File: config.mk
export PLATFORM = sky130hd
export DESIGN_NAME = p3j_delay
export DESIGN_NICKNAME = d
export VERILOG_FILES = /design/src/rtl/core/assert_macros.svh /design/src/rtl/core/p3j_delay.sv
export SDC_FILE = /design/constraint.sdc
export NUM_CORES = 1
export LEC_CHECK = 0
export ABC_CLOCK_PERIOD_IN_PS = 800
export BUFFER_PORTS_ARGS = -buffer_cell sky130_fd_sc_hd__clkbuf_2
export CAP_MARGIN = 20
export CORE_MARGIN = 5
export CORE_UTILIZATION = 25
export CTS_BUF_LIST = sky130_fd_sc_hd__clkbuf_2 sky130_fd_sc_hd__clkbuf_4 sky130_fd_sc_hd__clkbuf_8
export DETAILED_ROUTE_END_ITERATION = 10
export GPL_TIMING_DRIVEN = 0
export HOLD_SLACK_MARGIN = 0.12
export PLACE_DENSITY = 0.48
export SYNTH_ARGS = -nofsm -noshare
export SYNTH_HDL_FRONTEND = slang
export SYNTH_SLANG_ARGS = --single-unit
File: constraint.sdc
create_clock -name clk -period 0.8 [get_ports clk]
set_clock_uncertainty 0.2 [all_clocks]
set_input_delay 0.12 -clock clk [delete_from_list [all_inputs] [get_ports clk]]
set_output_delay 0.12 -clock clk [all_outputs]
set_load 0.1 [all_outputs]
File: src/rtl/core/assert_macros.svh
// Assertion helpers used by the top-level RTL file of the octet kernel.
`ifndef ASSERT_MACROS_SVH
`define ASSERT_MACROS_SVH

// Same-cycle implication, ignored while reset is applied.
`define P3J_ASSERT_IMP(lbl, clk, rst_n, ante, cons, msg) \
	lbl: assert property (@(posedge clk) disable iff (!rst_n) (ante) |-> (cons)) \
		else $error(msg);

// Implication with a fixed delay before the consequent.
`define P3J_ASSERT_DLY(lbl, clk, rst_n, ante, n, cons, msg) \
	lbl: assert property (@(posedge clk) disable iff (!rst_n) (ante) |-> ##n (cons)) \
		else $error(msg);

`endif

File: src/rtl/core/p3j_delay.sv
module p3j_delay #(
	parameter int W = 8,
	parameter int DEPTH = 2
) (
	input  logic         clk,
	input  logic [W-1:0] din,
	output logic [W-1:0] dout
);

	logic [W-1:0] line_s [DEPTH];

	always_ff @(posedge clk) begin
		line_s[0] <= din;
		for (int i = 1; i < DEPTH; i++) begin
			line_s[i] <= line_s[i-1];
		end
	end

	assign dout = line_s[DEPTH-1];

endmodule

==> results.env, run 1 <==
YOSYS.AREA_SHARE.SIMPLE_PCT=0
VIOLATIONS='negative setup slack'
FRACTION_OF_LAYOUT_INSTANCES_USING_A_DRIVE_STRENGTH_ABOVE_1_PCT=62.8
WORSTMARGINPINSLEW_NS=0.120
DRT_ITER0_MARKERS=1
R2R_ENDPOINT='line_s[0][15]$_DFF_P_'
WORST_SETUP_PATH_STARTPOINT='line_s[0][15]$_DFF_P_'
NUM_IO_PINS=17
GRT_PASS1_VIAS=221
TIMING.CRITICAL_PATH.BUF_INV=1
YS.WARNINGS.COUNT=0
DRTPASS1ITERATIONS=2
SYNTHDOMINANTAREACELLTYPE='sky130_fd_sc_hd__dfxtp_1'
WORSTSETUPPATHTYPE='reg2out'
SLEW-LIMIT-HEADROOM_PCT=92.1
DIE_W_UM=49.0
PLACE.GP.CONGESTION=0.546
SLEW_VIOL_FINAL=0
SYNTH_ASYNC_SR_FLOP_SHARE_PCT=0
FMAX_MHz=885
LARGEST_REG_FLOPS=16
SYNTH_MUX_AREA_SHARE_PCT=0
FINALSETUPVIOLATIONS=8
HOLD_VIOLATIONS=0
POST-ROUTE-CELL-AREA_UM2=693
AREA_OF_THE_DIE_UM2=2400
FINALHOLDWORSTSLACK_NS=0.128
FINAL.SETUP.WORST_SLACK_NS=-0.330
ROUTE.DETAILED.WL_PER_INST_UM=9.22
WORST-PATH-MAX-FANOUT=1
POSTSYNTHCELLCOUNT=24
DRT_WL_TOTAL_UM=544
CRIT_PATH_END_KIND='primary output'
TIMING.CRITICAL_PATH.TO='dout[7]'
CTS_TREE='yes'
DRTANTENNAVIOLNETS=0
AREA_SHARE_OF_THE_LEADING_CELL_TYPE_IN_THE_SYNTHESIZED_NETLIST_PCT=84.2
YS.FLOP_TYPE='sky130_fd_sc_hd__dfxtp_1'
SYNTH_AREA_LEADERS='sky130_fd_sc_hd__dfxtp_1, sky130_fd_sc_hd__buf_4'
START_UTIL_PCT=25.9
NUMCTSBUFFERS=3
SYNTH_SEQ_AREA_SHARE_PCT=84.2
SYNTH_FP_NETS=33
YOSYSMOSTFREQUENTCELL='sky130_fd_sc_hd__dfxtp_1'
CRIT_SLOWEST_CELL='sky130_fd_sc_hd__dfxtp_2'
ANTENNA_FOUND_INITIAL=0
IO_BUFFERS=16
TOP_REGISTER='line_s'
SYNTH-ADDER-AREA-SHARE_PCT=0
STARTPOINT_TYPE='flip-flop'
SYNTH_TO_FINAL_AREA_CHANGE_PCT=82.2
FINAL_NETS=54
TIMING.CRITICAL_PATH.MAX_DELAY_FAMILY='flip-flops'
CTS_MAX_LEVEL=1
POWER_DENSITY_CELLS_nW_PER_UM2=2240
NETLIST_TOP_CELLS_COUNT='sky130_fd_sc_hd__dfxtp_1, sky130_fd_sc_hd__buf_4'
WORSTREG2REGSTART='line_s[0][7]$_DFF_P_'
NETLIST_AREA_UM2=380
CLOCKBUFFERDEPTH=2
CRITPATHMAXSTAGEDELAY_NS=0.34
WORST-ENDPOINT-ARRIVAL_NS=0.81
GRT_PASS1_WL_UM=931
CLOCKROOTBUFFER='sky130_fd_sc_hd__clkbuf_4'
GRT_UTIL_ALL_LAYERS_PCT=5.65
GRT_MAX_DEGREE=9
ROWS=14
REMAINING_DRC_ERRORS=0
CLKLATENCYLATEPIN_NS=0.27
FINAL_PERIOD_MINUS_WORST_SETUP_SLACK_NS=1.13
SYNTH-COMPOUND-AREA-SHARE_PCT=0
AVGSYNTHCELLAREA_UM2=15.8
CAP_VIOL_MAX_COUNT=0
SYNTHDISTINCTLIBCELLS=2
CRITICAL_PATH_CELL_COUNT=1
SETUP_TOTAL_NEGATIVE_SLACK_NS=-2.57
SYNTHXORXNORAREAFRAC_PCT=0
NUMCLOCKSINKS=16
TIMING.CRITICAL_PATH.CELLS='clkbuf_16'
VIAS_PER_CELL=3.64
REG2REG_SETUP_SLACK_NS=0.19
TIMING.FINAL.CRIT_SHARE_PCT=141
PLACEDINSTANCEAREA_UM2=591
NUM_ANTENNA_CELLS=0
R2R.WORST_PATH.CELLS=0
REG_TOP3='line_s (16)'
GRT_OVERFLOW=0
MIN-DELAY-PATH-CLASS='reg2reg'
DIE_H_UM=49.0
RESULT_OF_THE_RUN='finished, violations left'
VIAS=215
COMBINATIONAL_FAMILY_WITH_THE_MOST_AREA_AFTER_SYNTHESIS='buffers and inverters'
P_LEAK_nW=0.314
SYNTH-SEQ-CELLS=16
SYNTH-EDFF-COUNT=0
NUM-FILL-CELLS=137
MULTI_INPUT_COMB_CELLS=0
UNREPAIRED_SETUP_ENDPOINTS_AFTER_GLOBAL_ROUTING='true'
CORE-AREA_UM2=1470
CRITICAL_PATH_DATA_REQUIRED_TIME_NS=0.48
IR_DROP_uV=1110
CLKTRANSATPATHREGS_NS=0.08
TOTAL_AREA_OF_MULTI_INPUT_COMBINATIONAL_CELLS_UM2=0
where the power goes:
part	leakage, nW	total [W]	internal [W]	switching, W
Combinational	0.165	0.000305	0.000131	0.000174
Clock	0.0138	0.000385	0.000174	0.000211
Sequential	0.135	0.000862	0.000843	0.0000185
Total	0.314	0.00155	0.00115	0.000403
worst min path at each step:
stage | to | slack (ns) | start | depth (start not counted)
after floorplan | line_s[0][0]$_DFF_P_ | -0.05 | din[0] | 0
after global placement | line_s[0][5]$_DFF_P_ | 0.02 | din[5] | 1
after detailed placement | line_s[0][5]$_DFF_P_ | 0.03 | din[5] | 1
after CTS | line_s[0][10]$_DFF_P_ | 0.13 | line_s[0][2]$_DFF_P_ | 0
after global routing | line_s[0][8]$_DFF_P_ | 0.13 | line_s[0][0]$_DFF_P_ | 0
final | line_s[0][10]$_DFF_P_ | 0.13 | line_s[0][2]$_DFF_P_ | 0
cell families (layout without fill, tap and decap cells):
kind of cell	after synthesis	in the layout
buf+inv	8	27
flops	16	16
per-layer routing:
metal  wire length, um  global-route usage [%]  vias up
li1                  -                       -      104
met2               311                    8.70        9
met4                 0                    6.73        0
met5                 0                       0        -
met1               178                    4.26      102
met3                54                    3.67        0
cell usage in the layout (no fill, tap or decap):
| cell type | Yosys | layout |
|---|---|---|
| sky130_fd_sc_hd__clkbuf_4 | 0 | 3 |
| sky130_fd_sc_hd__dfxtp_1 | 16 | 8 |
| sky130_fd_sc_hd__dfxtp_2 | 0 | 8 |
| sky130_fd_sc_hd__dlygate4sd3_1 | 0 | 8 |
| sky130_fd_sc_hd__clkbuf_2 | 0 | 8 |
| sky130_fd_sc_hd__clkbuf_16 | 0 | 8 |
metrics by stage:
stage               cells  setup slack (ns)  power [W]  util [%]
floorplan              24          -0.00244    0.00112         -
global placement       56            -0.367    0.00115      40.1
detailed placement     56            -0.372    0.00116      40.1
CTS                    59            -0.341    0.00157      47.1
global route           59            -0.370    0.00162      47.1
finish                 59            -0.330    0.00155      47.1
layout make-up:
class / instances / area [um^2] / share of cell area, %
clock buffers: 3 / 22.5 / 3.25
well taps: 16 / 20.0 / 2.89
repair buffers: 24 / 320 / 46.2
flip-flops and latches: 16 / 330 / 47.7
timing repair:
action,in CTS,in global routing
pin swaps,0,0
hold endpoints to repair,8,0
hold buffers,8,0
gates resized for setup,24,0
buffers inserted,0,0
setup endpoints to repair,8,8
(Power assumes the default switching activity.)
==> inputs of run 2 (changes only) <==
PLACE_DENSITY = unset   (was 0.48)
PLACE_DENSITY_LB_ADDON = 0.3   (was unset)
==> run 2 against run 1 <==
Effect of this change: the flow still finishes with violations (negative setup slack); die area is the same; setup slack lost 0.0056 ns; total power grew 7.1%; core utilization grew 0.94 points; clock power grew 28%; via count shrank 1.9%; highest routed layer unchanged.
==> results.env, run 2 (synthesis gave the netlist of run 1 again) <==
REG_TOP3='line_s (16)'  # unchanged
WORSTREG2REGSTART='line_s[0][1]$_DFF_P_'  # was line_s[0][7]$_DFF_P_
GRT_OVERFLOW=0  # unchanged
HOLD_PATH_STARTPOINT='line_s[0][0]$_DFF_P_'  # was line_s[0][2]$_DFF_P_
HOLD_VIOLATIONS=0  # unchanged
WORSTMARGINPINSLEW_NS=0.119  # was 0.120 ns
GRT_UTIL_ALL_LAYERS_PCT=6.68  # was 5.65%
LAYOUT_COMMON_CELLS='sky130_fd_sc_hd__dlygate4sd3_1, sky130_fd_sc_hd__clkbuf_2, sky130_fd_sc_hd__dfxtp_1, sky130_fd_sc_hd__dfxtp_2, sky130_fd_sc_hd__clkbuf_16'  # unchanged
DRT_ITER0_MARKERS=2  # was 1
NUM_IO_PINS=17  # unchanged
CRITPATHMAXSTAGEDELAY_NS=0.35  # was 0.34 ns
TOTAL_POWER_W=0.00166  # was 0.00155 W
WORSTSETUPPATHTYPE='reg2out'  # unchanged
FINAL_CORE_UTILIZATION_PCT=48.0  # was 47.1%
CRITICAL_PATH_DATA_REQUIRED_TIME_NS=0.48  # about the same
NUMCTSBUFFERS=3  # unchanged
GRT_PASS1_WL_UM=1200  # was 931 um
CLOCKBUFFERDEPTH=2  # unchanged
LARGEST_REG_FLOPS=16  # unchanged
DIE_H_UM=49.0  # unchanged
MET2_TRACK_USAGE_GR_PCT=11.7  # was 8.70%
START_UTIL_PCT=25.9  # unchanged
MET1_GRT_UTIL_PCT=5.98  # was 4.26%
P_LEAK_nW=0.321  # was 0.314 nW
DRT_WL_TOTAL_UM=604  # was 544 um
FINAL.SETUP.WORST_SLACK_NS=-0.335  # was -0.330 ns
TIMING.CRITICAL_PATH.BUF_INV=1  # unchanged
REG2REG_SETUP_SLACK_NS=0.20  # was 0.19 ns
ROUTE.DETAILED.WL_PER_INST_UM=10.1  # was 9.22 um
NUMCLOCKSINKS=16  # unchanged
ROWS=14  # unchanged
VIAS_PER_CELL=3.52  # was 3.64
POWER_DENSITY_CELLS_nW_PER_UM2=2350  # was 2240 nW/um^2
CORE-AREA_UM2=1470  # unchanged
STARTPOINT_TYPE='flip-flop'  # unchanged
POST-ROUTE-CELL-AREA_UM2=707  # was 693 um^2
FINAL_PERIOD_MINUS_WORST_SETUP_SLACK_NS=1.14  # was 1.13 ns
GRT_MAX_DEGREE=10  # was 9
REMAINING_DRC_ERRORS=0  # unchanged
PLACEDINSTANCEAREA_UM2=591  # unchanged
MIN-DELAY-PATH-CLASS='reg2reg'  # unchanged
CTS_MAX_LEVEL=1  # unchanged
TOTAL_AREA_OF_MULTI_INPUT_COMBINATIONAL_CELLS_UM2=0  # unchanged
CAP_VIOL_MAX_COUNT=0  # unchanged
DIE_W_UM=49.0  # unchanged
GRT_PASS1_VIAS=271  # was 221
IR_DROP_uV=1210  # was 1110 uV
CLKTRANSATPATHREGS_NS=0.08  # about the same
SLEW-LIMIT-HEADROOM_PCT=92.1  # about the same
FMAX_MHz=881  # was 885 MHz
DP_WORST_SETUP_SLACK_NS=-0.385  # was -0.372 ns
NUM_ANTENNA_CELLS=0  # unchanged
PLACE.GP.CONGESTION=0.537  # was 0.546
GRT.MET3_USAGE_PCT=3.36  # was 3.67%
SYNTH_TO_FINAL_AREA_CHANGE_PCT=85.9  # was 82.2%
DRTANTENNAVIOLNETS=0  # unchanged
GRT-BUSIEST-LAYER='met2'  # unchanged
FINAL_NETS=54  # unchanged
ANTENNA_FOUND_INITIAL=0  # unchanged
TIMING.CRITICAL_PATH.MAX_DELAY_FAMILY='flip-flops'  # unchanged
SLEW_VIOL_FINAL=0  # unchanged
NUM-FILL-CELLS=137  # unchanged
TOP_REGISTER='line_s'  # unchanged
CLKLATENCYLATEPIN_NS=0.27  # about the same
TIMING.FINAL.CRIT_SHARE_PCT=142  # was 141%
WORST_SETUP_PATH_STARTPOINT='line_s[0][11]$_DFF_P_'  # was line_s[0][15]$_DFF_P_
IO_BUFFERS=16  # unchanged
FINALSETUPVIOLATIONS=8  # unchanged
CTS_TREE='yes'  # unchanged
FRACTION_OF_LAYOUT_INSTANCES_USING_A_DRIVE_STRENGTH_ABOVE_1_PCT=63.6  # was 62.8%
WORST-PATH-MAX-FANOUT=1  # unchanged
FINALHOLDWORSTSLACK_NS=0.130  # was 0.128 ns
UNREPAIRED_SETUP_ENDPOINTS_AFTER_GLOBAL_ROUTING='true'  # unchanged
RESULT_OF_THE_RUN='finished, violations left'  # unchanged
CRIT_PATH_END_KIND='primary output'  # unchanged
VIOLATIONS='negative setup slack'  # unchanged
TIMING.CRITICAL_PATH.CELLS='clkbuf_16'  # unchanged
MULTI_INPUT_COMB_CELLS=0  # unchanged
VIAS=211  # was 215
CRIT_SLOWEST_CELL='sky130_fd_sc_hd__dfxtp_2'  # unchanged
AREA_OF_THE_DIE_UM2=2400  # unchanged
WORST-ENDPOINT-ARRIVAL_NS=0.82  # was 0.81 ns
DRTPASS1ITERATIONS=2  # unchanged
CLOCKROOTBUFFER='sky130_fd_sc_hd__clkbuf_4'  # unchanged
## run 2: cell types whose count changed in the layout (fill, tap and decap cells not counted)
| cell | previous run | this run |
|---|---|---|
| sky130_fd_sc_hd__clkbuf_8 | 0 | 1 |
## run 2: path summary, 6_finish.rpt
| path | endpoint | cells past startpoint |
|---|---|---|
| hold / removal | line_s[0][8]$_DFF_P_ | 0 |
| hold reg to reg | line_s[0][8]$_DFF_P_ | 0 |
| setup reg to reg | line_s[0][9]$_DFF_P_ | 0 |
| setup / recovery | dout[3] | 1 |
## run 2: power breakdown
group	internal [W]	switching (W)
combinational	0.000131	0.000175
sequential	0.000843	0.0000196
clock	0.000276	0.000216
## run 2: routing by layer
layer  vias up  part of all wire, %
li1        106                    -
met1        97                   36
met2         8                   56
met3         0                  8.4
met4         0                    0
met5         -                    0
## run 2: cell type report
cell class | count | area (um^2) | area share (%)
Sequential cell | 16 | 330 | 46.7
Tap cell | 16 | 20.0 | 2.83
Timing Repair Buffer | 24 | 320 | 45.3
Clock buffer | 4 | 36.3 | 5.13
## run 2: metrics by stage
step	instances	setup TNS, ns
final	60	-2.62
after detailed placement	56	-2.98
after CTS	60	-2.74
after floorplan	24	-0.0195
after global routing	60	-2.96
after global placement	56	-2.92
## run 2: repair_timing
action | in CTS | in global routing
pin swaps | 0 | 0
resized for setup | 24 | 0
endpoints found under the hold margin | 8 | 0
setup endpoints to repair | 8 | 8
hold buffers | 8 | 0
setup buffers | 0 | 0
==> inputs of run 3 (changes only) <==
REMOVE_ABC_BUFFERS = 1   (was unset)
==> run 3 against run 2 <==
Effect of this change: the run still ends with negative setup slack left; clock power grew 3%; sequential share of layout area is the same; first-iteration DRC count grew 100%; flip-flop and latch count is the same; non-clock buffer count is the same; global-route usage grew 0.18 points; critical path depth is the same; cell count is the same; design area is the same; core utilization is the same; critical path type unchanged; critical endpoint is now dout[1]; highest routed layer is now met4.
==> results.env, run 3 (synthesis gave the netlist of run 1 again) <==
DIE_W_UM=49.0  # unchanged
GRT_OVERFLOW=0  # unchanged
POST-ROUTE-CELL-AREA_UM2=707  # unchanged
TOTAL_AREA_OF_MULTI_INPUT_COMBINATIONAL_CELLS_UM2=0  # unchanged
R2R_ENDPOINT='line_s[0][11]$_DFF_P_'  # was line_s[0][9]$_DFF_P_
DRT_WL_TOTAL_UM=663  # was 604 um
ROWS=14  # unchanged
NUM_IO_PINS=17  # unchanged
DIE_H_UM=49.0  # unchanged
SLEW-LIMIT-HEADROOM_PCT=92.1  # about the same
WORSTSETUPPATHTYPE='reg2out'  # unchanged
R2R.WORST_PATH.CELLS=0  # unchanged
CLOCKROOTBUFFER='sky130_fd_sc_hd__clkbuf_4'  # unchanged
PLACEDINSTANCEAREA_UM2=420  # was 591 um^2
NUMCTSBUFFERS=3  # unchanged
FRACTION_OF_LAYOUT_INSTANCES_USING_A_DRIVE_STRENGTH_ABOVE_1_PCT=63.6  # unchanged
REMAINING_DRC_ERRORS=0  # unchanged
CRIT_PATH_END_KIND='primary output'  # unchanged
DRTANTENNAVIOLNETS=0  # unchanged
WORSTMARGINPINSLEW_NS=0.119  # about the same
ROUTE.DETAILED.WL_PER_INST_UM=11.1  # was 10.1 um
P_LEAK_nW=0.321  # unchanged
GRT_MAX_DEGREE=10  # unchanged
CTS_MAX_LEVEL=1  # unchanged
VIAS=215  # was 211
TIMING.CRITICAL_PATH.BUF_INV=1  # unchanged
RESULT_OF_THE_RUN='finished, violations left'  # unchanged
LARGEST_REG_FLOPS=16  # unchanged
TIMING.CRITICAL_PATH.TO='dout[1]'  # was dout[3]
WORST_SETUP_PATH_STARTPOINT='line_s[0][9]$_DFF_P_'  # was line_s[0][11]$_DFF_P_
FINAL_NETS=54  # unchanged
CTS_TREE='yes'  # unchanged
SETUP_TOTAL_NEGATIVE_SLACK_NS=-2.66  # was -2.62 ns
VIOLATIONS='negative setup slack'  # unchanged
NUMCLOCKSINKS=16  # unchanged
REG2REG_SETUP_SLACK_NS=0.17  # was 0.20 ns
DRT_ITER0_MARKERS=4  # was 2
MULTI_INPUT_COMB_CELLS=0  # unchanged
UNREPAIRED_SETUP_ENDPOINTS_AFTER_GLOBAL_ROUTING='true'  # unchanged
VIAS_PER_CELL=3.58  # was 3.52
CRITPATHMAXSTAGEDELAY_NS=0.35  # about the same
CLKLATENCYLATEPIN_NS=0.28  # was 0.27 ns
PLACE.GP.CONGESTION=0.708  # was 0.537
WORSTREG2REGSTART='line_s[0][3]$_DFF_P_'  # was line_s[0][1]$_DFF_P_
FINAL.SETUP.WORST_SLACK_NS=-0.347  # was -0.335 ns
IR_DROP_uV=1220  # was 1210 uV
POWER_DENSITY_CELLS_nW_PER_UM2=2370  # was 2350 nW/um^2
TOP_REGISTER='line_s'  # unchanged
CRITICAL_PATH_DATA_REQUIRED_TIME_NS=0.48  # about the same
CAP_VIOL_MAX_COUNT=0  # unchanged
NUM-FILL-CELLS=135  # was 137
GRT_PASS1_WL_UM=1080  # was 1200 um
DRTPASS1ITERATIONS=2  # unchanged
CORE-AREA_UM2=1470  # unchanged
GRT_PASS1_VIAS=215  # was 271
SYNTH_TO_FINAL_AREA_CHANGE_PCT=85.9  # unchanged
MIN-DELAY-PATH-CLASS='reg2reg'  # unchanged
LAYOUT_COMMON_CELLS='sky130_fd_sc_hd__dlygate4sd3_1, sky130_fd_sc_hd__clkbuf_2, sky130_fd_sc_hd__dfxtp_1, sky130_fd_sc_hd__dfxtp_2, sky130_fd_sc_hd__clkbuf_16'  # unchanged
FINALSETUPVIOLATIONS=8  # unchanged
AREA_OF_THE_DIE_UM2=2400  # unchanged
WORST-PATH-MAX-FANOUT=1  # unchanged
TIMING.FINAL.CRIT_SHARE_PCT=143  # was 142%
CRITICAL_PATH_CELL_COUNT=1  # unchanged
TIMING.CRITICAL_PATH.MAX_DELAY_FAMILY='flip-flops'  # unchanged
NUM_ANTENNA_CELLS=0  # unchanged
CLKTRANSATPATHREGS_NS=0.09  # was 0.08 ns
FMAX_MHz=872  # was 881 MHz
TIMING.CRITICAL_PATH.CELLS='clkbuf_16'  # unchanged
HOLD_VIOLATIONS=0  # unchanged
IO_BUFFERS=16  # unchanged
FINAL_PERIOD_MINUS_WORST_SETUP_SLACK_NS=1.15  # was 1.14 ns
CRIT_SLOWEST_CELL='sky130_fd_sc_hd__dfxtp_2'  # unchanged
SLEW_VIOL_FINAL=0  # unchanged
ANTENNA_FOUND_INITIAL=0  # unchanged
FINALHOLDWORSTSLACK_NS=0.130  # about the same
STARTPOINT_TYPE='flip-flop'  # unchanged
CLOCKBUFFERDEPTH=2  # unchanged
DP_WORST_SETUP_SLACK_NS=-0.269  # was -0.385 ns
WORST-ENDPOINT-ARRIVAL_NS=0.83  # was 0.82 ns
REG_TOP3='line_s (16)'  # unchanged
POST_CTS_BUFFERS=0  # unchanged
GRT_UTIL_ALL_LAYERS_PCT=6.86  # was 6.68%
START_UTIL_PCT=25.9  # unchanged
## run 3: cell counts in the layout (fill, tap and decap cells not counted)
No cell type changed its count.
## run 3: final cells by class
cell class / count / area [um^2] / area share [%]
well taps: 16 / 20.0 / 2.83
clock buffers: 4 / 36.3 / 5.13
flip-flops and latches: 16 / 330 / 46.7
repair buffers: 24 / 320 / 45.3
## run 3: power by group
part           internal, W  leakage [nW]  switching, W  total (W)
clock             0.000277        0.0210      0.000230   0.000507
sequential        0.000843         0.135     0.0000198   0.000863
combinational     0.000131         0.165      0.000175   0.000307
## run 3: per-stage QoR
step / power [W] / util [%] / std cells
CTS: 0.00170 / 48.0 / 60
global route: 0.00176 / 48.0 / 60
detailed placement: 0.00106 / 28.6 / 48
finish: 0.00168 / 48.0 / 60
global placement: 0.00106 / 28.6 / 48
floorplan: 0.00102 / - / 16
## run 3: how the worst min path moves through the flow
stage,from,endpoint,slack [ns],depth (start not counted)
2_1_floorplan,din[0],line_s[0][0]$_DFF_P_,-0.05,0
3_3_place_gp,din[6],line_s[0][6]$_DFF_P_,0.02,1
3_5_place_dp,din[6],line_s[0][6]$_DFF_P_,0.02,1
4_1_cts,line_s[0][4]$_DFF_P_,line_s[0][12]$_DFF_P_,0.13,0
5_1_grt,line_s[0][6]$_DFF_P_,line_s[0][14]$_DFF_P_,0.13,0
6_report,line_s[0][4]$_DFF_P_,line_s[0][12]$_DFF_P_,0.13,0
## run 3: what timing repair did
action                     CTS  global route
setup endpoints to repair    8             8
hold endpoints to repair     8             0
hold buffers                 8             0
resized for setup           32             0
## run 3: routing by layer
layer / global-route usage [%] / wire (um)
met2: 9.13 / 299
met5: 0 / 0
met1: 4.83 / 231
met3: 8.87 / 123
met4: 5.38 / 10
